===== config.mk =====
export PLATFORM = sky130hd
export DESIGN_NAME = fpa_front
export DESIGN_NICKNAME = d
export VERILOG_FILES = /design/src/rtl/fpa_pkg.sv /design/src/rtl/fpa_front.sv
export SDC_FILE = /design/constraint.sdc
export NUM_CORES = 1
export LEC_CHECK = 0
export ABC_AREA = 1
export BUFFER_PORTS_ARGS = -buffer_cell sky130_fd_sc_hd__clkbuf_2
export CAP_MARGIN = 15
export CELL_PAD_IN_SITES_DETAIL_PLACEMENT = 1
export CELL_PAD_IN_SITES_GLOBAL_PLACEMENT = 2
export CORE_ASPECT_RATIO = 1.1
export CORE_MARGIN = 4
export CORE_UTILIZATION = 33
export CTS_CLUSTER_SIZE = 28
export DETAILED_ROUTE_END_ITERATION = 10
export PLACE_DENSITY = 0.89
export SLEW_MARGIN = 5
export SYNTH_ARGS = -nofsm -noshare
export SYNTH_HDL_FRONTEND = slang
export SYNTH_SLANG_ARGS = --single-unit
export TNS_END_PERCENT = 50

===== constraint.sdc =====
create_clock -name clk -period 2.05 [get_ports clk]
set_input_delay 0.41 -clock clk [delete_from_list [all_inputs] [get_ports clk]]
set_output_delay 0.41 -clock clk [all_outputs]
set_load 0.05 [all_outputs]

===== src/rtl/fpa_pkg.sv =====
`timescale 1ns / 1ps

package fpa_pkg;

    // operation codes
    typedef enum logic [3:0] {
        OP_ADD   = 4'd0,
        OP_SUB   = 4'd1,
        OP_MUL   = 4'd2,
        OP_DIV   = 4'd3,
        OP_IDIV  = 4'd4,
        OP_MOD   = 4'd5,
        OP_FLOOR = 4'd6,
        OP_CEIL  = 4'd7,
        OP_ROUND = 4'd8,
        OP_ABS   = 4'd9,
        OP_NEG   = 4'd10,
        OP_SIGN  = 4'd11
    } op_t;

    // request beat
    typedef struct packed {
        logic [3:0]         req_type;
        logic signed [63:0] operand_a;
        logic signed [63:0] operand_b;
    } req_t;

    // response beat
    typedef struct packed {
        logic signed [63:0] result;
        logic               divide_by_zero;
    } rsp_t;

    // per-item data carried alongside the divider and multiplier
    typedef struct packed {
        op_t         op;
        logic [63:0] a;
        logic [63:0] b;
        logic [63:0] simple;
        logic        bz;
        logic [63:0] quo;
    } side_t;

    // wrap to a w-bit word and sign extend back to 64 bits
    function automatic logic [63:0] wrap_word(input logic [63:0] x, input int unsigned w);
        logic signed [63:0] t;
        t = $signed(x << (64 - w));
        return 64'(t >>> (64 - w));
    endfunction

endpackage


===== src/rtl/fpa_front.sv =====
`timescale 1ns / 1ps

module fpa_front #(
    parameter int FRAC_BITS = 32,
    parameter int WORD_BITS = 64
) (
    input  logic          clk,
    input  logic          rst_n,
    input  logic          adv,
    input  logic          in_vld,
    input  fpa_pkg::req_t req,
    output logic          out_vld,
    output fpa_pkg::side_t side,
    output logic [63:0]   ma,
    output logic [63:0]   mb,
    output logic          neg_q
);
    import fpa_pkg::*;

    localparam logic [63:0] ONE       = 64'(1) << FRAC_BITS;
    localparam logic [63:0] FRAC_MASK = ONE - 64'(1);

    logic [63:0] a, b, fl, simple;
    op_t         op;

    logic        vld_reg;
    side_t       side_reg;
    logic [63:0] ma_reg, mb_reg;
    logic        neg_reg;

    // operand wrap and the simple operations computed in the front stage
    always_comb
    begin
        a  = wrap_word(req.operand_a, WORD_BITS);
        b  = wrap_word(req.operand_b, WORD_BITS);
        op = op_t'(req.req_type);
        fl = a & ~FRAC_MASK;
        case (op)
            OP_ADD:   simple = a + b;
            OP_SUB:   simple = a - b;
            OP_FLOOR: simple = fl;
            OP_CEIL:  simple = fl + (((a & FRAC_MASK) != 64'd0) ? ONE : 64'd0);
            OP_ROUND: simple = wrap_word(a + (ONE >> 1), WORD_BITS) & ~FRAC_MASK;
            OP_ABS:   simple = a[63] ? 64'd0 - a : a;
            OP_NEG:   simple = 64'd0 - a;
            OP_SIGN:  simple = a[63] ? 64'd0 - ONE : ONE;
            default:  simple = 64'd0;
        endcase
    end

    // valid bit
    always_ff @(posedge clk or negedge rst_n)
    begin
        if (!rst_n)
            vld_reg <= 1'b0;
        else if (adv)
            vld_reg <= in_vld;
    end

    // payload
    always_ff @(posedge clk)
    begin
        if (adv)
        begin
            side_reg.op     <= op;
            side_reg.a      <= a;
            side_reg.b      <= b;
            side_reg.simple <= simple;
            side_reg.bz     <= (b == 64'd0);
            side_reg.quo    <= 64'd0;
            ma_reg          <= a[63] ? 64'd0 - a : a;
            mb_reg          <= b[63] ? 64'd0 - b : b;
            neg_reg         <= a[63] ^ b[63];
        end
    end

    assign out_vld = vld_reg;
    assign side    = side_reg;
    assign ma      = ma_reg;
    assign mb      = mb_reg;
    assign neg_q   = neg_reg;

endmodule


==> flow_metrics.tcl, run 1 <==
set metrics [dict create \
    numPortBuffers 462 \
    startpoint_type "input port" \
    synthMuxAreaShare_pct 0.0441 \
    die_area_um2 81900 \
    largest_reg_flops 197 \
    cp.required_ps 2410 \
    synth_area_leaders "edfxtp_1, nand2_1, inv_1, nand3_1, nor2_1" \
    synth-seq-cells 325 \
    rows 106 \
    top_layer "met5" \
    track_usage_pct 35.2 \
    syn_avg_cell_area_um2 6.87 \
    dr.pass1.iters 6 \
    post_drt_via_cell_ratio 5.49 \
    violations "negative setup slack" \
    yosys.area.top_type_share_pct 38.1 \
    worst_hold_path_type "input port to flip-flop" \
    totalNegativeSetupSlack_ps -70600 \
    layout_common_cells "buf_4, nand2_1, clkbuf_2" \
    yosys.cell_types.count 47 \
    final-max-slew-violation-count 0 \
    hold_violations 0 \
    cts_buffers 40 \
    wl_met2_mm 77.8 \
    areaGrowthSynthToFinish_pct 68.7 \
    ant_nets 0 \
    synthCells 3719 \
    slowest_stage "ha_2" \
    synth-main-ff-cell "edfxtp_1" \
    worst-path-max-fanout 4 \
    dpl_cell_area_um2 36500 \
    synth_top_family_by_area "simple AND/OR/NAND/NOR gates" \
    wl_met3_mm 13.4 \
    num_vias 34700 \
    clk_path_buf_depth 3 \
    ys_warn_count 0 \
    yosysTopAreaCell "edfxtp_1" \
    synthSimpleGateAreaFrac_pct 36.8 \
    design_area_um2 43100 \
    ctsHtreeMaxLevel 2 \
    clk_pin_slew_ps 60 \
    die_w_um 273 \
    tightestPinTransition_ps 647 \
    drc 0 \
    dieHeight_um 300 \
    end_kind "flip-flop" \
    rsz0062_at_grt "yes" \
    layout_setup_ws_ps -1400 \
    crit_top_cell "nand2_2" \
    root_buffer "clkbuf_16" \
    io_pins 527 \
    cts_tree "yes" \
    max_stage_delay_ps 410 \
    place.detailed.hpwl_mm 118 \
    cap_violations 0 \
    status "complete, but fails checks" \
    wl_per_cell_um 25.9 \
    overflow 0 \
    coreArea_um2 76400 \
    numClockSinks 325 \
    arrival_ps 3810 \
    clock.fmax_ghz 0.290 \
    crit_path_cell_trace "clkbuf_2 -> nor2_1 -> buf_4 -> nand2_1 -> nor3_4 -> buf_6 -> nand3_4 -> xnor2_2 -> nand2_1 -> o21ai_1 -> ha_2 -> nand2_2 -> nor2_2 -> inv_1 -> nor2_4 -> nand2_1 -> nor3_4 -> nand2_4 -> nand2_2 -> nand2_2 -> nand3_2 -> nand2_2" \
    netlist_area_um2 25500 \
    grt_pass1_wl_mm 218 \
    drive_above_1_share_pct 47.4 \
    synth_edf_count 324 \
    slew_headroom_pct 56.4 \
    synth_compound_gate_area_share_pct 8.58 \
    first_global_vias 35300 \
    wirelength_met1_mm 58.5 \
    async_reset_ff_share_pct 0.308 \
    power_leakage_uw 0.0206 \
    clk_latency_ps 620 \
    p_per_area_nw_per_um2 615 \
    grt_max_degree 58 \
    cp.buffers_inverters 4 \
    fin_skew_ps 0 \
    nNetsFinal 5467 \
    initialDrtViolationCount 3109 \
    synth_fa_ha_area_share_pct 3.51 \
    finalWeightedCongestion 1.02 \
    grt_antenna_before_repair 7 \
    wl_mm 164 \
    max-vdd-ir-drop_v 0.000708 \
    criticalPathCategory "input port to flip-flop" \
    cp_top_family "simple AND/OR/NAND/NOR gates" \
    setup_viol_count_final 71 \
    initial_core_util_pct 33.4 \
    final_common_cell "buf_4" \
    timing.final.crit_share_pct 168 \
    synth_xor_area_share_pct 2.57 \
    ys_seq_area_share_pct 38.2 \
    period_minus_slack_ps 3450 \
]
layout make-up:
cell class | instances | area, um2
fillers | 9526 | 33300
multi-input cells | 2834 | 17400
repair buffers | 1587 | 11400
flip-flops and latches | 325 | 9750
inverters | 472 | 1830
well taps | 1026 | 1280
clock buffers | 50 | 1040
clock inverters | 21 | 305
diodes | 5 | 12.5
layer usage:
| layer | track usage [%] | vias up |
|---|---|---|
| met5 | 0 | - |
| met4 | 20.1 | 4 |
| met3 | 5.85 | 677 |
| met2 | 61.1 | 2052 |
| met1 | 41.1 | 17000 |
| li1 | - | 15000 |
report_power, final:
group | total [uW] | leakage (uW) | switching [uW] | internal [uW]
Sequential | 8260 | 0.00317 | 255 | 8010
Clock | 7550 | 0.000646 | 3250 | 4300
Combinational | 10700 | 0.0168 | 7260 | 3430
cell families after synthesis:
group,Yosys count
fa+ha+maj,71
compound gates,402
simple gates,2221
buf+inv,623
mux,1
xor+xnor,75
flops,325
other cells,1
synth_stat cells (all sizes together), types with 15 or more instances:
cell type and count:
a21boi 15, a21oi 101, a31oi 17, buf 110, clkbuf 41, edfxtp 324
ha 70, inv 472, nand2 1276, nand3 341, nand3b 27, nand4 25
nor2 493, nor3 31, o211ai 22, o21ai 227, or2 19, xnor2 20
xor2 55
per-stage QoR:
step | setup WS [ps] | total power (uW) | instances | util, % | hold WS, ps
6_report | -1400 | 26500 | 6320 | 56.4 | 19.1
5_1_grt | -1530 | 27300 | 6315 | 56.4 | 9.02
4_1_cts | -971 | 25300 | 6256 | 53.1 | 8.24
3_5_place_dp | -2270 | 17000 | 6095 | 47.7 | 187
3_3_place_gp | -2280 | 16700 | 6095 | 47.7 | 186
2_1_floorplan | -916 | 13100 | 3782 | - | 114
final timing paths:
check | start | endpoint | slack, ps | cells after the start
max in group asynchronous | rst_n | out_vld$_DFFE_PN0P_ | 1870 | 2
setup / recovery | req[21] | side[128]$_DFFE_PP_ | -1400 | 22
setup reg to reg | out_vld$_DFFE_PN0P_ | out_vld$_DFFE_PN0P_ | 1310 | 1
hold / removal | req[12] | side[141]$_DFFE_PP_ | 20 | 1
hold reg to reg | out_vld$_DFFE_PN0P_ | out_vld$_DFFE_PN0P_ | 510 | 1
min in group asynchronous | rst_n | out_vld$_DFFE_PN0P_ | 100 | 2
timing repair:
action,in CTS,in global routing
endpoints found under the setup margin,71,87
endpoints found under the hold margin,1,1
cloned,0,1
gates resized for setup,541,525
hold buffers,1,1
setup buffers,90,61
pin swaps,177,231
Power figures use the tool's default switching activity.
==> run 2: changes to the inputs <==
Settings changed: ABC_AREA 1 to not set, CORE_UTILIZATION 33 to 36.
==> run 2 against run 1 <==
Effect of this change: the flow still finishes with violations (negative setup slack); die area fell by 23%; final cell count fell by 34%; count of clock-buffer cells in the layout fell by 6; wire length fell by 20%; sequential cell count did not move; synthesized cell count fell by 42%; worst hold slack improved by 23 ps; first-iteration DRC count fell by 22%; total power fell by 1.6%; critical endpoint is now side[122]$_DFFE_PP_; largest power group unchanged.
==> flow_metrics.tcl, run 2 <==
set metrics [dict create \
    status "complete, but fails checks" \
    violations "negative setup slack" \
    die_w_um 239 \
    numPortBuffers 462 \
    coreArea_um2 58400 \
    dpl_cell_area_um2 30400 \
    rrSetupSlack_ps 1290 \
    grt_antenna_before_repair 7 \
    r2r_end "out_vld$_DFFE_PN0P_" \
    synth-seq-cells 325 \
    wirelength_met1_mm 41.6 \
    wl_met2_mm 63.7 \
    post_drt_via_cell_ratio 6.06 \
    drive_above_1_share_pct 54.1 \
    setup_viol_count_final 155 \
    startpoint_type "input port" \
    yosys.cell_types.count 76 \
    root_buffer "clkbuf_16" \
    cap_violations 0 \
    cp.required_ps 2340 \
    dr.pass1.iters 5 \
    place_ws_ps -3570 \
    io_pins 527 \
    tightestPinTransition_ps 789 \
    initialDrtViolationCount 2439 \
    max-vdd-ir-drop_v 0.000855 \
    numClockSinks 325 \
    layout_setup_ws_ps -2900 \
    place.detailed.hpwl_mm 82.8 \
    reg2reg_from "out_vld$_DFFE_PN0P_" \
    end_kind "flip-flop" \
    wl_per_cell_um 31.0 \
    clock.fmax_ghz 0.202 \
    synth_edf_count 324 \
    final-max-slew-violation-count 0 \
    rows 93 \
    ys_seq_area_share_pct 46.0 \
    clk_path_buf_depth 3 \
    largest_reg_flops 197 \
    first_global_vias 26600 \
    ctsHtreeMaxLevel 2 \
    hold_violations 0 \
    power_leakage_uw 0.0155 \
    top_layer "met5" \
    worst-path-max-fanout 4 \
    synth_commonest_cells "edfxtp_1, nand2_1, xnor2_1" \
    period_minus_slack_ps 4950 \
    cts_buffers 37 \
    nFillCells 6334 \
    slew_headroom_pct 47.0 \
    dieHeight_um 262 \
    synth_area_leaders "edfxtp_1, xnor2_1, nand2_1, ha_1, xor2_1" \
    final_common_cell "buf_4" \
    timing.final.crit_share_pct 241 \
    arrival_ps 5240 \
    worst_hold_path_type "input port to flip-flop" \
    finalWeightedCongestion 1.05 \
    design_area_um2 35700 \
    clk_latency_ps 560 \
    p_per_area_nw_per_um2 729 \
    grt_max_degree 72 \
    wl_mm 130 \
    overflow 0 \
    worstRegToRegCells 1 \
    ant_nets 0 \
    yosysTopAreaCell "edfxtp_1" \
    synth-main-ff-cell "edfxtp_1" \
    worstSetupStartpoint "req[1]" \
    layout_common_cells "buf_4, clkbuf_2, edfxtp_1" \
    criticalPathCategory "input port to flip-flop" \
    cp-endpoint "side[122]$_DFFE_PP_" \
    initial_core_util_pct 36.3 \
    cts_tree "yes" \
    track_usage_pct 35.3 \
    synthCells 2145 \
    nNetsFinal 3618 \
    holdWs_ps 42.4 \
    clk_pin_slew_ps 70 \
    num_vias 25500 \
    ys_warn_count 0 \
    fin_skew_ps 0 \
    async_reset_ff_share_pct 0.308 \
    netlist_area_um2 21200 \
    syn_avg_cell_area_um2 9.88 \
    areaGrowthSynthToFinish_pct 68.7 \
    grt_pass1_wl_mm 169 \
    wl_met3_mm 11.8 \
    yosys.area.top_type_share_pct 45.9 \
    synth_most_common_cell "edfxtp_1" \
    fin_total_pwr_uw 26100 \
    rsz0062_at_grt "yes" \
    drc 0 \
    die_area_um2 62800 \
]
## run 2: cell count changes in the layout (fill, tap and decap cells not counted), sizes merged, moves of 54 or more
cell / change
xnor2: +154
buf: -229
nor2: -380
inv: -437
o21ai: -85
nand2: -1039
nand3: -304
or3: +54
## run 2: metrics by stage
stage | setup TNS [ps] | cells | util, %
after floorplan | -164550 | 2208 | -
after global placement | -259200 | 4017 | 52.1
after detailed placement | -273780 | 4017 | 52.1
after CTS | -166290 | 4146 | 57.6
after global routing | -193000 | 4201 | 61.2
final | -187110 | 4201 | 61.2
## run 2: per-layer routing
layer / up-vias / global-route usage [%]
met5: - / 0
met4: 8 / 23.8
met3: 735 / 7.65
met2: 1790 / 62.8
met1: 12500 / 37.1
li1: 10400 / -
## run 2: kinds of logic after synthesis
logic type,after synthesis,share of synthesized area (%)
XOR/XNOR,263,10.9
buffers and inverters,226,5.26
AND/OR/NAND/NOR,713,16.9
adder cells (fa/ha/maj),71,4.23
multiplexers,5,0.248
flip-flops,325,46.0
AO/OA/AOI/OAI,541,16.4
other,1,0.0177
## run 2: layout make-up
cell class              count  area [um2]  share of cell area (%)
well taps                 760         951                    2.66
inverters                  35         166                   0.465
diodes                      3        7.51                  0.0210
clock inverters            22         293                   0.819
flip-flops and latches    325        9750                    27.3
clock buffers              44         973                    2.72
multi-input cells        1657       13900                    38.8
repair buffers           1355        9730                    27.2
## run 2: worst min-delay path by stage
stage	startpoint	endpoint	slack, ps	depth (start not counted)
after floorplan	rst_n	out_vld$_DFFE_PN0P_	110	0
after global placement	rst_n	out_vld$_DFFE_PN0P_	180	1
after detailed placement	rst_n	out_vld$_DFFE_PN0P_	190	1
after CTS	in_vld	out_vld$_DFFE_PN0P_	50	2
after global routing	req[65]	side[194]$_DFFE_PP_	30	1
final	req[65]	side[194]$_DFFE_PP_	40	1
## run 2: where the power goes
part,switching (uW),internal (uW)
combinational,6860,3590
sequential,307,8070
clock,3070,4190
## run 2: timing repair
action,4_1_cts,5_1_grt
setup endpoints to repair,151,161
buffers inserted,77,83
pin swaps,166,193
gates resized for setup,302,326
endpoints found under the hold margin,1,0
hold buffers,1,0
## run 2: worst max-delay path, cell delays in order
cell and delay [ps]:
clkbuf_16 140, inv_12 50, ha_4 130, nand2_2 60, or4_4 540, nor3_4 280
nand2b_1 110, or2_4 270, or3_4 410, buf_6 150, nand2_4 70, xor2_4 170
ha_4 250, buf_6 130, a21oi_4 200, o21ai_4 120, a221oi_4 310, o21ai_4 130
a31oi_4 210, o311a_4 210, o21ba_4 200, o31a_1 220, buf_6 140, mux2i_1 210
o21ai_1 110
==> run 3: changes to the inputs <==
Settings changed: CTS_CLUSTER_SIZE 28 to 10, HOLD_SLACK_MARGIN set to 0.06.
==> run 3 against run 2 <==
Effect of this change: the run still ends with negative setup slack left; combinational power hardly changed; die area stayed put; non-clock buffer count is 2 higher; sequential share of layout area is 0.42 points higher; sequential cell count stayed put; via count is 0.16% lower; sequential power hardly changed; fmax is 2.7% lower; wire length is 1.7% lower; worst setup slack worse by 140 ps; final cell count hardly changed; critical path type unchanged; critical endpoint is now side[114]$_DFFE_PP_.
==> flow_metrics.tcl, run 3 (synthesized netlist as in run 2, its figures left out) <==
set metrics [dict create \
    grt_max_degree 72 \
    nFillCells 6394 \
    first_global_vias 26500 \
    violations "negative setup slack" \
    slew_headroom_pct 48.2 \
    root_buffer "clkbuf_16" \
    startpoint_type "input port" \
    period_minus_slack_ps 5090 \
    instances_no_fill 4199 \
    grt_pass1_wl_mm 169 \
    numPortBuffers 462 \
    fin_skew_ps 0 \
    largest_reg_flops 197 \
    cts_buffers 41 \
    finalWeightedCongestion 1.05 \
    io_pins 527 \
    final_common_cell "buf_4" \
    dp.cells 4017 \
    rsz0062_at_grt "yes" \
    wl_mm 128 \
    clock.fmax_ghz 0.197 \
    fin_util_pct 60.3 \
    wl_per_cell_um 30.5 \
    crit_path_cell_trace "clkbuf_16 -> inv_12 -> ha_4 -> nand2_4 -> or4_4 -> nor3_4 -> nand2b_4 -> buf_4 -> buf_6 -> or3_4 -> nand2_4 -> xor2_4 -> ha_4 -> nand4_1 -> buf_4 -> nor3_4 -> buf_6 -> a31oi_4 -> o311a_4 -> o31ai_4 -> a2111oi_0 -> nand3b_1" \
    cp_top_family "simple AND/OR/NAND/NOR gates" \
    worst_hold_path_type "input port to flip-flop" \
    numClockSinks 325 \
    cts_tree "yes" \
    die_area_um2 62800 \
    track_usage_pct 35.5 \
    nNetsFinal 3624 \
    ant_nets 0 \
    clk_path_buf_depth 3 \
    dieHeight_um 262 \
    drc 0 \
    sw_frac_of_total_pct 39.4 \
    clk_pin_slew_ps 50 \
    power.switching_uw 10100 \
    ctsHtreeMaxLevel 2 \
    worst-path-max-fanout 4 \
    setup_viol_count_final 154 \
    criticalPathCategory "input port to flip-flop" \
    areaGrowthSynthToFinish_pct 66.2 \
    cp.buffers_inverters 6 \
    max-vdd-ir-drop_v 0.000827 \
    layout_common_cells "buf_4, clkbuf_2, edfxtp_1" \
    p_per_area_nw_per_um2 726 \
    place.detailed.hpwl_mm 82.8 \
    overflow 0 \
    die_w_um 239 \
    status "complete, but fails checks" \
    clk_latency_ps 570 \
    pwr-share-seq_pct 32.7 \
    grt_antenna_before_repair 7 \
    timing.final.crit_share_pct 248 \
    initialDrtViolationCount 2627 \
    combPwrFrac_pct 39.9 \
    rows 93 \
    final-max-slew-violation-count 0 \
    post_drt_via_cell_ratio 6.06 \
    power_leakage_uw 0.0153 \
    end_kind "flip-flop" \
    num_vias 25400 \
    p_clk_share_pct 27.4 \
    arrival_ps 5290 \
    slowest_stage "or4_4" \
    tightestPinTransition_ps 771 \
    cap_violations 0 \
    initial_core_util_pct 36.3 \
    max_stage_delay_ps 530 \
    dr.pass1.iters 6 \
    holdWs_ps 93.1 \
    layout_setup_ws_ps -3040 \
    coreArea_um2 58400 \
    power.internal_uw 15500 \
    hold_violations 0 \
    drive_above_1_share_pct 52.9 \
    cp.required_ps 2250 \
]
## run 3: layout make-up
| cell class | count | area (um2) | area share, % |
|---|---|---|---|
| repair buffers | 1357 | 9740 | 27.7 |
| well taps | 760 | 951 | 2.70 |
| inverters | 35 | 164 | 0.466 |
| diodes | 3 | 7.51 | 0.0213 |
| flip-flops and latches | 325 | 9750 | 27.7 |
| clock inverters | 10 | 111 | 0.316 |
| multi-input cells | 1657 | 13400 | 38.1 |
| clock buffers | 52 | 1090 | 3.09 |
## run 3: worst paths after layout
kind	start	endpoint	slack, ps	cells after the start
max	req[1]	side[114]$_DFFE_PP_	-3040	22
min	req[64]	side[193]$_DFFE_PP_	90	1
max reg2reg	out_vld$_DFFE_PN0P_	out_vld$_DFFE_PN0P_	1310	1
min reg2reg	out_vld$_DFFE_PN0P_	out_vld$_DFFE_PN0P_	510	1
max in group asynchronous	rst_n	out_vld$_DFFE_PN0P_	1820	2
min in group asynchronous	rst_n	out_vld$_DFFE_PN0P_	150	2
## run 3: power groups by stage
stage                     registers (uW)  logic (uW)  clock network, uW
after CTS                           8340        9030               6970
final                               8370       10200               7000
after floorplan                    10600        2650                  0
after global routing                8400       10400               7320
after global placement              8420        8030                  0
after detailed placement            8450        8270                  0
## run 3: through the flow
stage               power (uW)  worst slack [ps]  TNS (ps)  cell area (um2)
floorplan                13200             -2870   -164550            22200
global placement         16400             -3270   -259200            30400
detailed placement       16700             -3570   -273780            30400
CTS                      24300             -2580   -155070            33500
global route             26200             -3080   -200910            35200
finish                   25600             -3040   -193190            35200
## run 3: layer usage
metal  GRT usage, %  up-vias  wire, um
li1               -    10400         -
met1           36.8    12400     40600
met2           63.3     1855     62300
met3           8.41      724     12100
met4           23.6        2     13100
met5              0        -        16
## run 3: what timing repair did
item / CTS / global route
endpoints found under the hold margin: 2 / 1
buffers inserted: 54 / 88
gates resized for setup: 304 / 240
gates cloned: 1 / 0
hold buffers: 2 / 1
endpoints found under the setup margin: 150 / 153
pin swaps: 131 / 150
